File: config.mk
export PLATFORM = sky130hd
export DESIGN_NAME = circuit_successor_move_engine_core
export DESIGN_NICKNAME = d
export VERILOG_FILES = /design/src/hdl/csme_pkg.sv /design/src/hdl/circuit_successor_move_engine_core.sv
export SDC_FILE = /design/constraint.sdc
export NUM_CORES = 1
export LEC_CHECK = 0
export BUFFER_PORTS_ARGS = -buffer_cell sky130_fd_sc_hd__clkbuf_2
export CAP_MARGIN = 40
export CORE_MARGIN = 2
export CORE_UTILIZATION = 40
export DETAILED_ROUTE_END_ITERATION = 8
export RECOVER_POWER = 25
export SYNTH_ARGS = -nofsm -noshare
export SYNTH_HDL_FRONTEND = slang
export SYNTH_SLANG_ARGS = --single-unit
File: constraint.sdc
create_clock -name clock -period 5.85 [get_ports clock]
set_clock_uncertainty 0.05 [all_clocks]
set_input_delay 1.17 -clock clock [delete_from_list [all_inputs] [get_ports clock]]
set_output_delay 1.17 -clock clock [all_outputs]
set_load 0.005 [all_outputs]
File: src/hdl/csme_pkg.sv
// package for the circuit successor move engine
// node count, index widths, operation and result kind codes, sequencer states
package csme_pkg;
   localparam int NODES = 16;
   localparam int IW = 4;
   localparam int CW = 5;

   typedef enum logic [1:0] {
      OP_LOAD = 2'd0, OP_MOVE = 2'd1, OP_INIT_BEGIN = 2'd2, OP_INIT_STEP = 2'd3
   } op_type;

   typedef enum logic [1:0] {
      KIND_MOVE_WRITE = 2'd0, KIND_MOVE_REJECT = 2'd1,
      KIND_INIT_WRITE = 2'd2, KIND_INIT_READY = 2'd3
   } kind_type;

   typedef enum logic [3:0] {
      ST_IDLE, ST_MV_OLD, ST_MV_K, ST_MV_L, ST_MV_OUT1, ST_MV_OUT2,
      ST_IB_MARK, ST_IB_COLLECT, ST_IB_SWAP, ST_IS_FOLLOW, ST_IS_EMIT
   } state_type;
endpackage

File: src/hdl/circuit_successor_move_engine_core.sv
// circuit successor move engine, top level: table, sequencer and result port
// depends on csme_pkg
//
// usage: a command is taken at a clock edge where start is high and busy low.
// load writes the table at that edge and gives no result, busy stays low. a
// move reads the table three times through one shared read path and gives
// three write beats, or one reject beat if a touched node is fixed. init begin
// marks the targets of fixed nodes, then collects the free targets and gives a
// ready beat. an init step follows fixed chains one hop a cycle (up to 16
// hops) and gives a write beat; with the step position zero or past the free
// count it gives no beat and busy stays low. every result is shown for one
// cycle with rsp_valid; the receiver cannot stall, so nothing is held back.
// busy drops in the cycle that shows the final beat, so the next command can
// be taken at the edge ending it.
// reset clears fixed marks, free count, step position, current node and
// node_offset; successor and free order entries are undefined until written.
// node_offset is written on the csr channel, always ready, and must only be
// written while busy is low.
module circuit_successor_move_engine_core
   import csme_pkg::*;
(
   input  logic              clock,
   input  logic              reset,
   input  logic              start,
   output logic              busy,
   input  logic [1:0]        req_op,
   input  logic [3:0]        req_entry_index,
   input  logic [3:0]        req_entry_next,
   input  logic              req_entry_fixed,
   input  logic [3:0]        req_draw_a,
   input  logic [3:0]        req_draw_b,
   input  logic              csr_valid,
   output logic              csr_ready,
   input  logic signed [7:0] csr_data,
   output logic              rsp_valid,
   output logic [1:0]        rsp_kind,
   output logic [3:0]        rsp_var_index,
   output logic signed [8:0] rsp_next_node,
   output logic [4:0]        rsp_steps_left,
   output logic              rsp_last
);
   logic [IW-1:0] succ_ff [NODES];
   logic [NODES-1:0] fixed_ff, taken_ff;
   logic [IW-1:0] order_ff [NODES];
   logic [CW-1:0] count_ff, pos_ff;
   logic [IW-1:0] cur_ff;
   logic signed [7:0] offset_ff;
   state_type state_ff, state_in;
   logic [CW-1:0] scan_ff, scan_in;
   logic [IW-1:0] a_ff, a_in, b_ff, b_in, old_ff, old_in;
   logic [IW-1:0] rd_addr, rd_data;
   logic [IW-1:0] draw_ff;
   logic [1:0] r_kind;
   logic [IW-1:0] r_var, r_nxt;
   logic [CW-1:0] r_steps;
   logic r_valid, r_last, r_zero;
   logic [IW-1:0] lo, hi, nn;
   logic [CW-1:0] nrank;

   // single shared table read port
   assign rd_data = succ_ff[rd_addr];
   assign csr_ready = 1'b1;
   assign busy = (state_ff != ST_IDLE);

   always_comb begin
      lo = (a_ff < rd_data) ? a_ff : rd_data;
      hi = (a_ff < rd_data) ? rd_data : a_ff;
      nrank = (b_ff > IW'(NODES-3)) ? CW'(NODES-3) : {1'b0, b_ff};
      if (nrank >= {1'b0, lo}) begin
         nrank = nrank + 1'b1;
         if (nrank >= {1'b0, hi}) nrank = nrank + 1'b1;
      end
      nn = nrank[IW-1:0];
   end

   always_comb begin
      state_in = state_ff;
      scan_in = scan_ff;
      a_in = a_ff;
      b_in = b_ff;
      old_in = old_ff;
      rd_addr = a_ff;
      r_valid = 1'b0;
      r_kind = KIND_MOVE_WRITE;
      r_var = '0;
      r_nxt = '0;
      r_zero = 1'b0;
      r_steps = '0;
      r_last = 1'b0;
      unique case (state_ff)
         ST_IDLE: begin
            if (start) begin
               unique case (op_type'(req_op))
                  OP_LOAD: state_in = ST_IDLE;
                  OP_MOVE: begin
                     a_in = req_draw_a;
                     b_in = req_draw_b;
                     state_in = ST_MV_OLD;
                  end
                  OP_INIT_BEGIN: begin
                     scan_in = '0;
                     state_in = ST_IB_MARK;
                  end
                  OP_INIT_STEP: begin
                     scan_in = '0;
                     if (pos_ff != '0 && pos_ff <= count_ff) state_in = ST_IS_FOLLOW;
                  end
                  default: state_in = ST_IDLE;
               endcase
            end
         end
         ST_MV_OLD: begin
            rd_addr = a_ff;
            old_in = rd_data;
            b_in = nn;
            state_in = ST_MV_K;
         end
         ST_MV_K: begin
            rd_addr = old_ff;
            if (fixed_ff[a_ff] || fixed_ff[old_ff] || fixed_ff[b_ff]) begin
               r_valid = 1'b1;
               r_kind = KIND_MOVE_REJECT;
               r_var = a_ff;
               r_zero = 1'b1;
               r_last = 1'b1;
               state_in = ST_IDLE;
            end else begin
               r_valid = 1'b1;
               r_var = a_ff;
               r_nxt = rd_data;
               state_in = ST_MV_L;
            end
         end
         ST_MV_L: begin
            rd_addr = b_ff;
            r_valid = 1'b1;
            r_var = old_ff;
            r_nxt = rd_data;
            state_in = ST_MV_OUT2;
         end
         ST_MV_OUT2: begin
            r_valid = 1'b1;
            r_var = b_ff;
            r_nxt = old_ff;
            r_last = 1'b1;
            state_in = ST_IDLE;
         end
         ST_IB_MARK: begin
            rd_addr = scan_ff[IW-1:0];
            scan_in = scan_ff + 1'b1;
            if (scan_ff == CW'(NODES-1)) begin
               scan_in = '0;
               state_in = ST_IB_COLLECT;
            end
         end
         ST_IB_COLLECT: begin
            scan_in = scan_ff + 1'b1;
            if (scan_ff == CW'(NODES-1)) state_in = ST_IB_SWAP;
         end
         ST_IB_SWAP: begin
            r_valid = 1'b1;
            r_kind = KIND_INIT_READY;
            r_zero = 1'b1;
            r_steps = count_ff;
            r_last = 1'b1;
            state_in = ST_IDLE;
         end
         ST_IS_FOLLOW: begin
            rd_addr = cur_ff;
            scan_in = scan_ff + 1'b1;
            if (!fixed_ff[cur_ff] || scan_ff == CW'(NODES-1)) state_in = ST_IS_EMIT;
         end
         ST_IS_EMIT: begin
            state_in = ST_IDLE;
         end
         default: state_in = ST_IDLE;
      endcase
   end

   // init step swap position and emit values
   logic [CW-1:0] swap_k;
   logic [IW-1:0] step_nxt;
   always_comb begin
      if ({1'b0, draw_ff} < pos_ff) swap_k = pos_ff;
      else if ({1'b0, draw_ff} > count_ff - 1'b1) swap_k = count_ff - 1'b1;
      else swap_k = {1'b0, draw_ff};
      step_nxt = (pos_ff < count_ff) ? order_ff[swap_k[IW-1:0]] : order_ff[0];
   end

   // start pick for init begin
   logic [CW-1:0] pick;
   always_comb begin
      pick = ({1'b0, draw_ff} > count_ff - 1'b1) ? count_ff - 1'b1 : {1'b0, draw_ff};
   end

   always_ff @(posedge clock) begin
      if (reset) begin
         state_ff <= ST_IDLE;
         fixed_ff <= '0;
         count_ff <= '0;
         pos_ff <= '0;
         cur_ff <= '0;
         offset_ff <= '0;
         rsp_valid <= 1'b0;
      end else begin
         state_ff <= state_in;
         rsp_valid <= r_valid || (state_ff == ST_IS_EMIT);
         if (csr_valid && csr_ready) offset_ff <= csr_data;
         if (state_ff == ST_IDLE && start && op_type'(req_op) == OP_LOAD)
            fixed_ff[req_entry_index] <= req_entry_fixed;
         if (state_ff == ST_IB_COLLECT) begin
            if (!taken_ff[scan_ff[IW-1:0]])
               count_ff <= ((scan_ff == '0) ? CW'(0) : count_ff) + 1'b1;
            else if (scan_ff == '0) count_ff <= '0;
         end
         if (state_ff == ST_IB_SWAP) begin
            if (count_ff == '0) pos_ff <= '0;
            else begin
               pos_ff <= CW'(1);
               cur_ff <= order_ff[pick[IW-1:0]];
            end
         end
         if (state_ff == ST_IS_FOLLOW && fixed_ff[cur_ff]) cur_ff <= rd_data;
         if (state_ff == ST_IS_EMIT) begin
            cur_ff <= step_nxt;
            pos_ff <= (pos_ff < count_ff) ? pos_ff + 1'b1 : CW'(0);
         end
      end
   end

   always_ff @(posedge clock) begin
      scan_ff <= scan_in;
      a_ff <= a_in;
      b_ff <= b_in;
      old_ff <= old_in;
      if (state_ff == ST_IDLE && start) draw_ff <= req_draw_a;
      if (state_ff == ST_IDLE && start && op_type'(req_op) == OP_LOAD)
         succ_ff[req_entry_index] <= req_entry_next;
      if (state_ff == ST_IB_MARK) begin
         if (scan_ff == '0) taken_ff <= fixed_ff[0] ? (NODES'(1) << rd_data) : '0;
         else if (fixed_ff[scan_ff[IW-1:0]]) taken_ff[rd_data] <= 1'b1;
      end
      if (state_ff == ST_IB_COLLECT && !taken_ff[scan_ff[IW-1:0]])
         order_ff[(scan_ff == '0) ? IW'(0) : count_ff[IW-1:0]] <= scan_ff[IW-1:0];
      if (state_ff == ST_IB_SWAP && count_ff != '0 && pick[IW-1:0] != '0) begin
         order_ff[0] <= order_ff[pick[IW-1:0]];
         order_ff[pick[IW-1:0]] <= order_ff[0];
      end
      if (state_ff == ST_IS_EMIT && pos_ff < count_ff && swap_k != pos_ff) begin
         order_ff[pos_ff[IW-1:0]] <= order_ff[swap_k[IW-1:0]];
         order_ff[swap_k[IW-1:0]] <= order_ff[pos_ff[IW-1:0]];
      end
      // result register
      if (state_ff == ST_IS_EMIT) begin
         rsp_kind <= KIND_INIT_WRITE;
         rsp_var_index <= cur_ff;
         rsp_next_node <= $signed({5'b0, step_nxt}) + 9'(offset_ff);
         rsp_steps_left <= (pos_ff < count_ff) ? count_ff - pos_ff : CW'(0);
         rsp_last <= 1'b1;
      end else begin
         rsp_kind <= r_kind;
         rsp_var_index <= r_var;
         rsp_next_node <= r_zero ? 9'sd0 : $signed({5'b0, r_nxt}) + 9'(offset_ff);
         rsp_steps_left <= r_steps;
         rsp_last <= r_last;
      end
   end

   a_busy_after_start: assert property (@(posedge clock) disable iff (reset)
      (start && !busy && (req_op == OP_MOVE || req_op == OP_INIT_BEGIN)) |=> busy)
      else $error("busy not raised");
   a_pos_range: assert property (@(posedge clock) disable iff (reset)
      (state_ff == ST_IDLE) |-> pos_ff <= count_ff)
      else $error("step position beyond free count");
   a_last_ends: assert property (@(posedge clock) disable iff (reset)
      (rsp_valid && rsp_last) |-> !busy)
      else $error("busy after last beat");
endmodule
After elaboration in Yosys (flattened, before gate mapping)
Memory sizes are Yosys's and may differ from the RTL's. A register that Yosys moved wholly into a read port is not among the register bits.
Index checks and enable logic that the tools add are counted.
{ "totals": {"reg_bits": 101, "ramBits": 128, "output_inout_bits": 24, "memories": 2} }
{ "memory_table": {"columns": ["memory", "words", "width", "read_ports", "rd_ports_with_merged_regs", "wr", "line", "rtl"], "rows": [
  ["order_ff", 16, 4, 4, 1, 2, "circuit_successor_move_engine_core.sv:44", "logic [IW-1:0] order_ff [NODES];"],
  ["succ_ff", 16, 4, 1, 0, 1, "circuit_successor_move_engine_core.sv:42", "logic [IW-1:0] succ_ff [NODES];"]
]} }
{ "classes": {"addsub": 9, "order_cmp": 17, "n_eq_ne": 22, "n_shift": 1, "mux": 89, "n_bitwise": 1, "n_reduce_logical": 43} }
{ "ops": {"columns": ["operator", "n"], "rows": [
  ["$mux W4", 28],
  ["$mux W5", 13],
  ["$mux W16", 3],
  ["$lt A4 B5 Y1 const B", 7],
  ["$pmux W4 S4", 2],
  ["$pmux W4 S7", 1],
  ["$bmux W1 S4", 6],
  ["$pmux W4 S3", 2],
  ["$mux W1", 23],
  ["$add A5 B8 Y9", 2],
  ["$mux W9", 2],
  ["$bwmux W16", 1],
  ["$or A16 B16 Y16", 1],
  ["$reduce_or A4 Y1", 4],
  ["$shl A1 B4 Y16 const A", 1],
  ["$add A5 B1 Y5 const B", 3],
  ["$pmux W5 S3", 1],
  ["$eq A4 B3 Y1 const B", 3],
  ["$eq A4 B4 Y1 const B", 3],
  ["$logic_and A1 B1 Y1", 11],
  ["$logic_not A5 Y1", 2],
  ["$ne A2 B2 Y1 const B", 5],
  ["$reduce_bool A5 Y1", 2],
  ["$reduce_and A3 Y1", 3],
  ["37 further kinds", 53]
]} }

Longest topological paths before layout
Gate-level depths: netlist of run 1.
{ "logic_depth": {"depth_word": 10, "ltp_mapped": 27, "depth_no_buf": 23} }

Least setup slack after synthesis of run 1
No wires, ideal clock.
{ "synth_path": {"kind": "register to register", "from": "register state_ff[0]", "to": "register b_ff[0], data pin", "arrival_time_ps": 4897, "required_time_ps": 5540, "setup_slack_ps": 643, "stages_incl_launch_ff": 27, "path_buffers": 4, "path_cell_list": "dfxtp_1 buf_2 buf_4 nand2b_1 nor2_1 a22oi_1 a31oi_1 buf_2 mux4_2 mux2i_1 mux2i_1 inv_1 ha_1 a21oi_1 nor2_1 or3_1 buf_2 mux2i_1 ha_1 nand2b_1 a21o_1 a21o_1 a21oi_1 nand2_1 nor2_1 xnor2_1 mux2_2"} }
{ "synth_between": {"elab_chain_len": 9, "elab_cells_between_ends": 16, "cone_classes": "order compare (3); eq/ne (5); mux (6); reduce/logical (1); memory (1)"} }
{ "synth_rtl": {"columns": ["item", "line", "rtl"], "rows": [
  ["start: declaration", "circuit_successor_move_engine_core.sv:48", "state_type state_ff, state_in;"],
  ["start signal: assignment", "circuit_successor_move_engine_core.sv:206", "state_ff <= state_in;"],
  ["$eq A4 B4 Y1 (tied with other cells)", "circuit_successor_move_engine_core.sv:90", "unique case (state_ff)"],
  ["$pmux W4 S4 *", "circuit_successor_move_engine_core.sv:90", null],
  ["$mem_v2 Z16 W4 *", null, null],
  ["via rd_data[1]", "circuit_successor_move_engine_core.sv:51", "logic [IW-1:0] rd_addr, rd_data;"],
  ["$lt A4 B4 Y1", "circuit_successor_move_engine_core.sv:66, circuit_successor_move_engine_core.sv:67", null],
  ["$mux W4", "circuit_successor_move_engine_core.sv:67", "hi = (a_ff < rd_data) ? rd_data : a_ff;"],
  ["$ge A5 B4 Y1", "circuit_successor_move_engine_core.sv:71", "if (nrank >= {1'b0, hi}) nrank = nrank + 1'b1;"],
  ["$mux W4", "circuit_successor_move_engine_core.sv:71", null],
  ["$mux W4 *", "circuit_successor_move_engine_core.sv:69", "if (nrank >= {1'b0, lo}) begin"],
  ["$pmux W4 S2 *", "circuit_successor_move_engine_core.sv:90", null],
  ["via b_in[0]", "circuit_successor_move_engine_core.sv:50", "logic [IW-1:0] a_ff, a_in, b_ff, b_in, old_ff, old_in;"],
  ["end signal: assignment", "circuit_successor_move_engine_core.sv:234", "b_ff <= b_in;"],
  ["end: declaration", "circuit_successor_move_engine_core.sv:50", null]
]} }
The timed path passes the listed nets; every way through them passes the cells marked *.
A chain may end at the register's enable or synchronous reset.

Worst setup path after layout of run 1
{ "layout_path": {"from": "register state_ff[1]", "to": "register b_ff[0], data pin"} }
Same word-level chain as after synthesis.

==> results of run 1 <==
-- layer usage --
metal	up-vias	wire length (um)	global-route usage, %
met1	5538	19600	33.4
met4	0	1580	8.14
met5	-	0	0
met2	534	20000	37.3
li1	5099	-	-
met3	110	3670	4.21
-- repair_timing --
action                                  CTS  global route
hold buffers                              0             0
endpoints found under the setup margin    0             9
setup buffers                             0             0
gates resized for setup                   0             5
-- area by class of cell --
class | instances | area (um2) | share of cell area, %
Sequential cell | 233 | 6320 | 38.7
Multi-Input combinational cell | 932 | 7550 | 46.3
Timing Repair Buffer | 122 | 778 | 4.77
Clock inverter | 19 | 178 | 1.09
Tap cell | 461 | 577 | 3.54
Inverter | 44 | 165 | 1.01
Clock buffer | 31 | 734 | 4.50
-- worst max path at each step --
stage,start,endpoint,slack [ps],cells past startpoint
after floorplan,state_ff[0],b_ff[0],640,26
after global placement,count_ff[0],rsp_next_node[6],190,21
after detailed placement,count_ff[0],rsp_next_node[6],100,21
after CTS,count_ff[0],rsp_next_node[6],120,21
after global routing,state_ff[1],b_ff[1],5,25
final,state_ff[1],b_ff[0],330,24
-- metrics by stage --
step	setup slack (ps)	util (%)	area, um2	hold WS [ps]	power [mW]
3_3_place_gp	193	43.2	15300	456	2.95
5_1_grt	5.34	46.0	16300	510	4.88
6_report	330	46.0	16300	465	4.69
2_1_floorplan	643	-	14400	413	2.60
4_1_cts	124	46.0	16300	472	4.71
3_5_place_dp	104	43.4	15400	463	2.96
-- state kept, by name, indices dropped and copies added (netlist names), named ones only --
register	count
a_ff	4
b_ff	4
count_ff	5
cur_ff	4
draw_ff	4
fixed_ff	16
offset_ff	8
old_ff	4
order_ff	64
pos_ff	5
rsp_kind	2
rsp_last	1
rsp_next_node	9
rsp_steps_left	5
rsp_valid	1
rsp_var_index	4
scan_ff	5
state_ff	4
succ_ff	64
taken_ff	16
-- placed cells by master (no fill, tap or decap), drive strengths merged, types with 13 or more instances in the layout --
cell type,Yosys,routed
a21oi,65,65
edfxtp,165,165
nor2b,18,18
nand2b,15,15
nand2,89,89
o211ai,13,13
mux2i,143,143
nor3,21,21
ha,43,43
a211oi,16,16
mux2,14,14
buf,38,66
xnor2,15,15
dfxtp,68,68
nand3,55,55
a22o,23,23
o21ai,85,85
mux4,63,63
a31oi,15,15
inv,44,52
clkbuf,44,87
nor2,95,95
a21o,13,13
and3,15,15
-- power groups by stage --
| stage | sequential [mW] | clock [mW] | combinational, mW |
|---|---|---|---|
| after detailed placement | 1.89 | 0 | 1.07 |
| after global routing | 1.86 | 1.83 | 1.18 |
| after CTS | 1.86 | 1.78 | 1.07 |
| final | 1.86 | 1.74 | 1.09 |
| after global placement | 1.89 | 0 | 1.05 |
| after floorplan | 1.88 | 0 | 0.724 |
-- logic make-up after synthesis --
group	after synthesis
muxes	220
adders and majority gates	46
buffers and inverters	126
xor gates and xnor gates	25
and+or+nand+nor	340
other	1
AOI/OAI and AO/OA	300
DFF	233
==> impl_metrics.json, run 1 <==
{
  "path_common_cell": "mux2i_1",
  "synth_top_family_by_area": "multiplexers",
  "end_kind": "register",
  "cp_max_fo": 12,
  "drt_iter0_drc": 1101,
  "syn_nets": 1368,
  "rr_endpoint": "b_ff[0]",
  "setup_violations": 0,
  "cts_tree": "done",
  "yosys_warnings": 0,
  "hpwl_mm": 33.3,
  "fmax_mhz": 181,
  "tns_ps": 0,
  "power_frac_comb_pct": 23.3,
  "worst_slew_pin_slew_ps": 1200,
  "htree_levels": 1,
  "slew_headroom_pct": 20.1,
  "fp.dieH_um": 194,
  "nFillCells": 3279,
  "synth.most_common_cell": "edfxtp_1",
  "p_sw_share_pct": 30.8,
  "grt_usage_pct": 23.8,
  "first_pass_iters": 5,
  "finalHoldViolCount": 0,
  "ys_top_cells_by_count": "edfxtp_1, mux2i_1, nor2_1, nand2_1, o21ai_0",
  "ys_ff_latch": 233,
  "async_flop_share_pct": 0,
  "cp_slowest_cell": "mux4_2",
  "cts_made_buffers": 27,
  "die_w_um": 194,
  "core_um2": 35500,
  "ant_nets": 0,
  "synthMuxAreaShare_pct": 21.5,
  "power-per-cell-area_nw_per_um2": 288,
  "synth-simple-area-share_pct": 11.2,
  "rows": 69,
  "required_ps": 6120,
  "yosysTopAreaCellShare_pct": 34.4,
  "synth_compound_area_share_pct": 13.9,
  "final.min_clock_period_ps": 5520,
  "wire_per_inst_um": 24.4,
  "slew_viol_final": 0,
  "whs_path_depth": 1,
  "p_leak_nw": 6.40,
  "grt_antenna_before_repair": 0,
  "dr_total_vias": 11300,
  "ys_seq_area_share_pct": 43.8,
  "synth_fa_ha_area_share_pct": 4.15,
  "grt_max_degree": 28,
  "grt_pass1_vias": 11100,
  "finalWirelength_mm": 44.9,
  "maxCapViolations": 0,
  "max-clock-path-buffers": 3,
  "gp_congestion": 0.954,
  "synth_edf_count": 165,
  "crit_family": "simple AND/OR/NAND/NOR gates",
  "crit_chain": "nor4bb_1, buf_4, a21o_2, nor2_1, a21oi_2, buf_4, mux4_2, mux2i_1, mux2i_1, inv_1, ha_1, nand2_1, a211oi_1, or3_1, mux2i_1, ha_1, nand2b_1, a21o_1, a21o_1, a21oi_2, nand2_1, nor2_1, xnor2_1, mux2_2",
  "dp.cells": 1792,
  "remaining_drc_errors": 0,
  "start_util_pct": 40.6,
  "grt-ovfl-total": 0,
  "cp-start-kind": "register",
  "clk_pin_slew_ps": 70,
  "regToRegSetupSlack_ps": 330,
  "rsz0062_at_grt": "false",
  "synth_area_um2": 14400,
  "hold_path_class": "reg2reg",
  "avgSynthCellArea_um2": 11.2,
  "area_growth_pct": 13.2,
  "syn-instance-count": 1291,
  "final_nets": 1437,
  "vdd_ir_drop_max_v": 0.000230,
  "critPathKind": "reg2reg",
  "clock-root-buffer": "clkbuf_16",
  "ys_types": 77,
  "crit_arrival_ps": 5790,
  "worstHoldStart": "offset_ff[6]",
  "num_io_pins": 55,
  "die_area_um2": 37600,
  "synth_area_leaders": "edfxtp_1, mux4_2, dfxtp_1",
  "diodes": 0,
  "io_buffer_count": 53,
  "status": "finished, final reports clean",
  "grt_pass1_wl_mm": 69.3,
  "viasPerCell": 6.12,
  "synth_flop_cell": "edfxtp_1",
  "intPower_mw": 3.25,
  "path_buf_inv": 3,
  "r2r_start": "state_ff[1]",
  "p_seq_share_pct": 39.6,
  "fin_cells": 1842,
  "synth.largest_area_cell": "edfxtp_1",
  "clkPwrFrac_pct": 37.1,
  "p_switching_mw": 1.45,
  "finalCritPeriodShare_pct": 94.4,
  "clock_latency_ps": 570,
  "holdPathEnd": "rsp_next_node[6]",
  "drive_above_1_share_pct": 19.1,
  "reg2regPathDepth": 24,
  "synth_xor_area_share_pct": 1.52,
  "cts_sinks": 233,
  "critPathMaxStageDelay_ps": 530
}
No activity file was read; power rests on OpenSTA's default activity.
==> run 2: changes to the inputs <==
Settings changed: CORE_MARGIN 2 to 4.
==> impl_metrics.json, run 2 (synthesis gave the netlist of run 1 again) <==
{
  "placed_area_um2": 15400,
  "setup_violations": 0,
  "top_layer": "met4",
  "maxCapViolations": 0,
  "fmax_mhz": 182,
  "worst_slew_pin_slew_ps": 1210,
  "viasPerCell": 6.16,
  "p_leak_nw": 6.39,
  "status": "finished, final reports clean",
  "reg_top3": "order_ff x64, succ_ff x64",
  "cp-start-kind": "register",
  "clock_latency_ps": 570,
  "crit_arrival_ps": 5900,
  "wire_per_inst_um": 24.7,
  "grt-ovfl-total": 0,
  "fp.dieH_um": 198,
  "final_nets": 1436,
  "rows": 69,
  "required_ps": 6240,
  "grt_pass1_wl_mm": 68.9,
  "fin_area_um2": 16400,
  "critPathKind": "reg2reg",
  "final.min_clock_period_ps": 5510,
  "met2_length_mm": 20.5,
  "grt_max_degree": 28,
  "start_util_pct": 40.5,
  "drt_iter0_drc": 1028,
  "power-per-cell-area_nw_per_um2": 293,
  "cp_max_fo": 16,
  "finalHoldViolCount": 0,
  "clk_pin_slew_ps": 70,
  "gp_congestion": 0.982,
  "vdd_ir_drop_max_v": 0.000287,
  "crit_chain": "inv_1, ha_1, xor2_2, inv_1, ha_1, o211a_1, o211a_1, mux2_2, nand2_2, mux2_2, o211ai_1, o311a_1, a21oi_1, ha_1, fa_1, a21o_1, a21oi_1, o22ai_1, a31oi_1, a31oi_1",
  "slew_headroom_pct": 19.3,
  "grt_pass1_vias": 11000,
  "core_um2": 35600,
  "rsz0062_at_grt": "false",
  "die_w_um": 198,
  "mostFrequentLayoutCell": "edfxtp_1",
  "dr_total_vias": 11300,
  "grt_antenna_before_repair": 0,
  "clock-root-buffer": "clkbuf_16",
  "crit_family": "compound AO/OA/AOI/OAI gates",
  "num_io_pins": 55,
  "tns_ps": 0,
  "finalCritPeriodShare_pct": 94.1,
  "drive_above_1_share_pct": 19.1,
  "first_pass_iters": 5,
  "htree_levels": 1,
  "cts_tree": "done",
  "area_growth_pct": 13.6,
  "dp.cells": 1790,
  "cts_made_buffers": 27,
  "met3WireLength_mm": 3.83,
  "ant_nets": 0,
  "end_kind": "register",
  "critPathMaxStageDelay_ps": 490,
  "remaining_drc_errors": 0,
  "hold_path_class": "reg2reg",
  "slew_viol_final": 0,
  "met1_length_mm": 19.9,
  "fin_cells": 1842,
  "hpwl_mm": 34.0,
  "die_area_um2": 39100,
  "cts_sinks": 233,
  "cp_slowest_cell": "mux2_2",
  "holdWs_ps": 480,
  "max-clock-path-buffers": 3,
  "io_buffer_count": 53,
  "path_common_cell": "ha_1",
  "total_power_mw": 4.79,
  "grt_usage_pct": 22.8,
  "cts_hold_buffers": 0,
  "mostFrequentLayoutCells": "edfxtp_1, mux2i_1, nor2_1",
  "path_buf_inv": 2,
  "finalWirelength_mm": 45.5
}
-- run 2: per-layer routing --
layer / vias to the layer above / track usage [%]
met3: 84 / 4.90
met4: 0 / 6.43
li1: 5120 / -
met5: - / 0
met1: 5602 / 32.4
met2: 543 / 35.4
-- run 2: power by group --
group | switching [mW] | leakage, nW | internal, mW | total, mW
clock | 0.752 | 0.460 | 1.09 | 1.84
combinational | 0.651 | 3.88 | 0.427 | 1.08
sequential | 0.0478 | 2.04 | 1.82 | 1.87
total | 1.45 | 6.39 | 3.34 | 4.79
-- run 2: final timing paths --
kind | start | end | slack (ps) | depth (start not counted)
worst min-delay path | offset_ff[6] | rsp_next_node[6] | 480 | 1
worst min register to register | offset_ff[6] | rsp_next_node[6] | 480 | 1
worst max register to register | count_ff[1] | rsp_next_node[6] | 340 | 20
worst max-delay path | count_ff[1] | rsp_next_node[6] | 340 | 20
-- run 2: timing repair --
item                       in CTS  in global routing
gates resized for setup         0                  8
setup endpoints to repair       0                  9
setup buffers                   0                  0
-- run 2: layout make-up --
cell class	instances	area (um2)
Clock inverter	20	284
Antenna cell	1	2.50
Inverter	44	165
Multi-Input combinational cell	932	7570
Tap cell	461	577
Timing Repair Buffer	121	762
Clock buffer	30	687
Sequential cell	233	6320
Fill cell	3255	19200
-- run 2: worst reg2reg max path, cell delays in order, from the launching register on --
cell      delay [ps]
dfxtp_1          460
inv_1            130
ha_1             240
xor2_2           260
inv_1            150
ha_1             320
o211a_1          200
o211a_1          190
mux2_2           490
nand2_2          260
mux2_2           380
o211ai_1         270
o311a_1          310
a21oi_1          150
ha_1             240
fa_1             410
a21o_1           170
a21oi_1          290
o22ai_1          170
a31oi_1          190
a31oi_1           60
-- run 2: stage by stage --
stage / setup WS, ps / utilization [%]
2_1_floorplan: 643 / -
3_3_place_gp: 50.7 / 43.1
3_5_place_dp: 182 / 43.2
4_1_cts: 194 / 46.0
5_1_grt: 7.16 / 46.0
6_report: 343 / 46.0
==> run 3: changes to the inputs <==
Settings changed: CTS_BUF_LIST set to sky130_fd_sc_hd__clkbuf_4 sky130_fd_sc_hd__clkbuf_8.
==> impl_metrics.json, run 3 (synthesis gave the netlist of run 1 again) <==
{
  "status": "finished, final reports clean",
  "placed_area_um2": 15400,
  "max-clock-path-buffers": 3,
  "wire_per_inst_um": 24.5,
  "start_util_pct": 40.5,
  "num_io_pins": 55,
  "cts_resized": 0,
  "drt_iter0_drc": 1144,
  "cts_tree": "done",
  "dr_total_vias": 11400,
  "power-per-cell-area_nw_per_um2": 280,
  "reg2regPathDepth": 20,
  "fin_area_um2": 16200,
  "end_kind": "register",
  "slew_headroom_pct": 19.8,
  "total_power_mw": 4.54,
  "reg_top3": "order_ff x64, succ_ff x64",
  "required_ps": 6260,
  "remaining_drc_errors": 0,
  "clock-root-buffer": "clkbuf_8",
  "htree_levels": 2,
  "grtUsageMet2_pct": 35.1,
  "die_w_um": 198,
  "hold_path_class": "reg2reg",
  "use_met3_pct": 6.30,
  "dp.cells": 1790,
  "rows": 69,
  "fp.dieH_um": 198,
  "final_nets": 1450,
  "whs_path_depth": 1,
  "viasPerCell": 6.14,
  "dpl_worst_slack_ps": 182,
  "io_buffer_count": 53,
  "gp_congestion": 0.982,
  "finalHoldViolCount": 0,
  "fmax_mhz": 181,
  "hpwl_mm": 34.0,
  "crit_arrival_ps": 5940,
  "cts_made_buffers": 41,
  "finalCritPeriodShare_pct": 94.5,
  "setup_ws_ps": 321,
  "first_pass_iters": 5,
  "cp-start-kind": "register",
  "fin_cells": 1861,
  "worst_slew_pin_slew_ps": 1200,
  "cts_hold_buffers": 0,
  "clock_latency_ps": 590,
  "clk_pin_slew_ps": 60,
  "grt_usage_pct": 23.0,
  "die_area_um2": 39100,
  "critPathKind": "reg2reg",
  "drive_above_1_share_pct": 19.9,
  "maxCapViolations": 0,
  "holdWs_ps": 474,
  "mostFrequentLayoutCell": "edfxtp_1",
  "busiest_layer": "met2",
  "finalWirelength_mm": 45.6,
  "cts_sinks": 233,
  "area_growth_pct": 12.7,
  "cts_setup_buffers": 0,
  "grt_pass1_wl_mm": 69.1,
  "gr-usage-met1_pct": 31.9,
  "grt_pass1_vias": 11100,
  "setup_violations": 0,
  "cp_max_fo": 16,
  "grt_max_degree": 28,
  "grt_antenna_before_repair": 0,
  "vdd_ir_drop_max_v": 0.000179,
  "core_um2": 35600,
  "ant_nets": 0,
  "p_leak_nw": 6.36,
  "nFillCells": 3298,
  "grt-ovfl-total": 0,
  "slew_viol_final": 0,
  "mostFrequentLayoutCells": "edfxtp_1, mux2i_1, nor2_1",
  "final.min_clock_period_ps": 5530
}
run 3: per-layer routing:
layer / routed length (um) / vias to the layer above
li1: - / 5134
met1: 19500 / 5654
met2: 20400 / 550
met3: 4260 / 97
met4: 1460 / 0
met5: 0 / -
run 3: critical path, stage by stage, from the launching register on:
cell      delay [ps]
dfxtp_1          470
inv_1            130
ha_1             240
xor2_2           260
inv_1            160
ha_1             320
o211a_1          210
o211a_1          190
mux2_2           490
nand2_2          250
mux2_2           380
o211ai_1         270
o311a_1          300
a21oi_1          140
ha_1             240
fa_1             420
a21o_1           180
a21oi_1          300
o22ai_1          170
a31oi_1          190
a31oi_1           50
run 3: path summary, 6_finish.rpt:
check	startpoint	end	slack [ps]
max	count_ff[1]	rsp_next_node[6]	320
min	offset_ff[6]	rsp_next_node[6]	470
max reg2reg	count_ff[1]	rsp_next_node[6]	320
min reg2reg	offset_ff[6]	rsp_next_node[6]	470
run 3: where the power goes:
part | switching, mW | internal [mW] | total [mW]
registers | 0.0477 | 1.82 | 1.87
logic | 0.649 | 0.427 | 1.08
clock network | 0.699 | 0.900 | 1.60
run 3: layout make-up:
type                       instances  area, um2  share of cell area [%]
multi-input combinational        932       7570                    46.6
sequential                       233       6320                    38.9
timing repair buffer             121        759                    4.68
clock buffer                      49        637                    3.92
tap                              461        577                    3.55
clock inverter                    20        209                    1.29
inverter                          44        165                    1.02
antenna                            1       2.50                  0.0154
run 3: through the flow:
stage	TNS [ps]	util (%)
final	0	45.7
after global routing	-17.5	45.7
after CTS	0	45.6
after detailed placement	0	43.2
after global placement	0	43.1
after floorplan	0	-
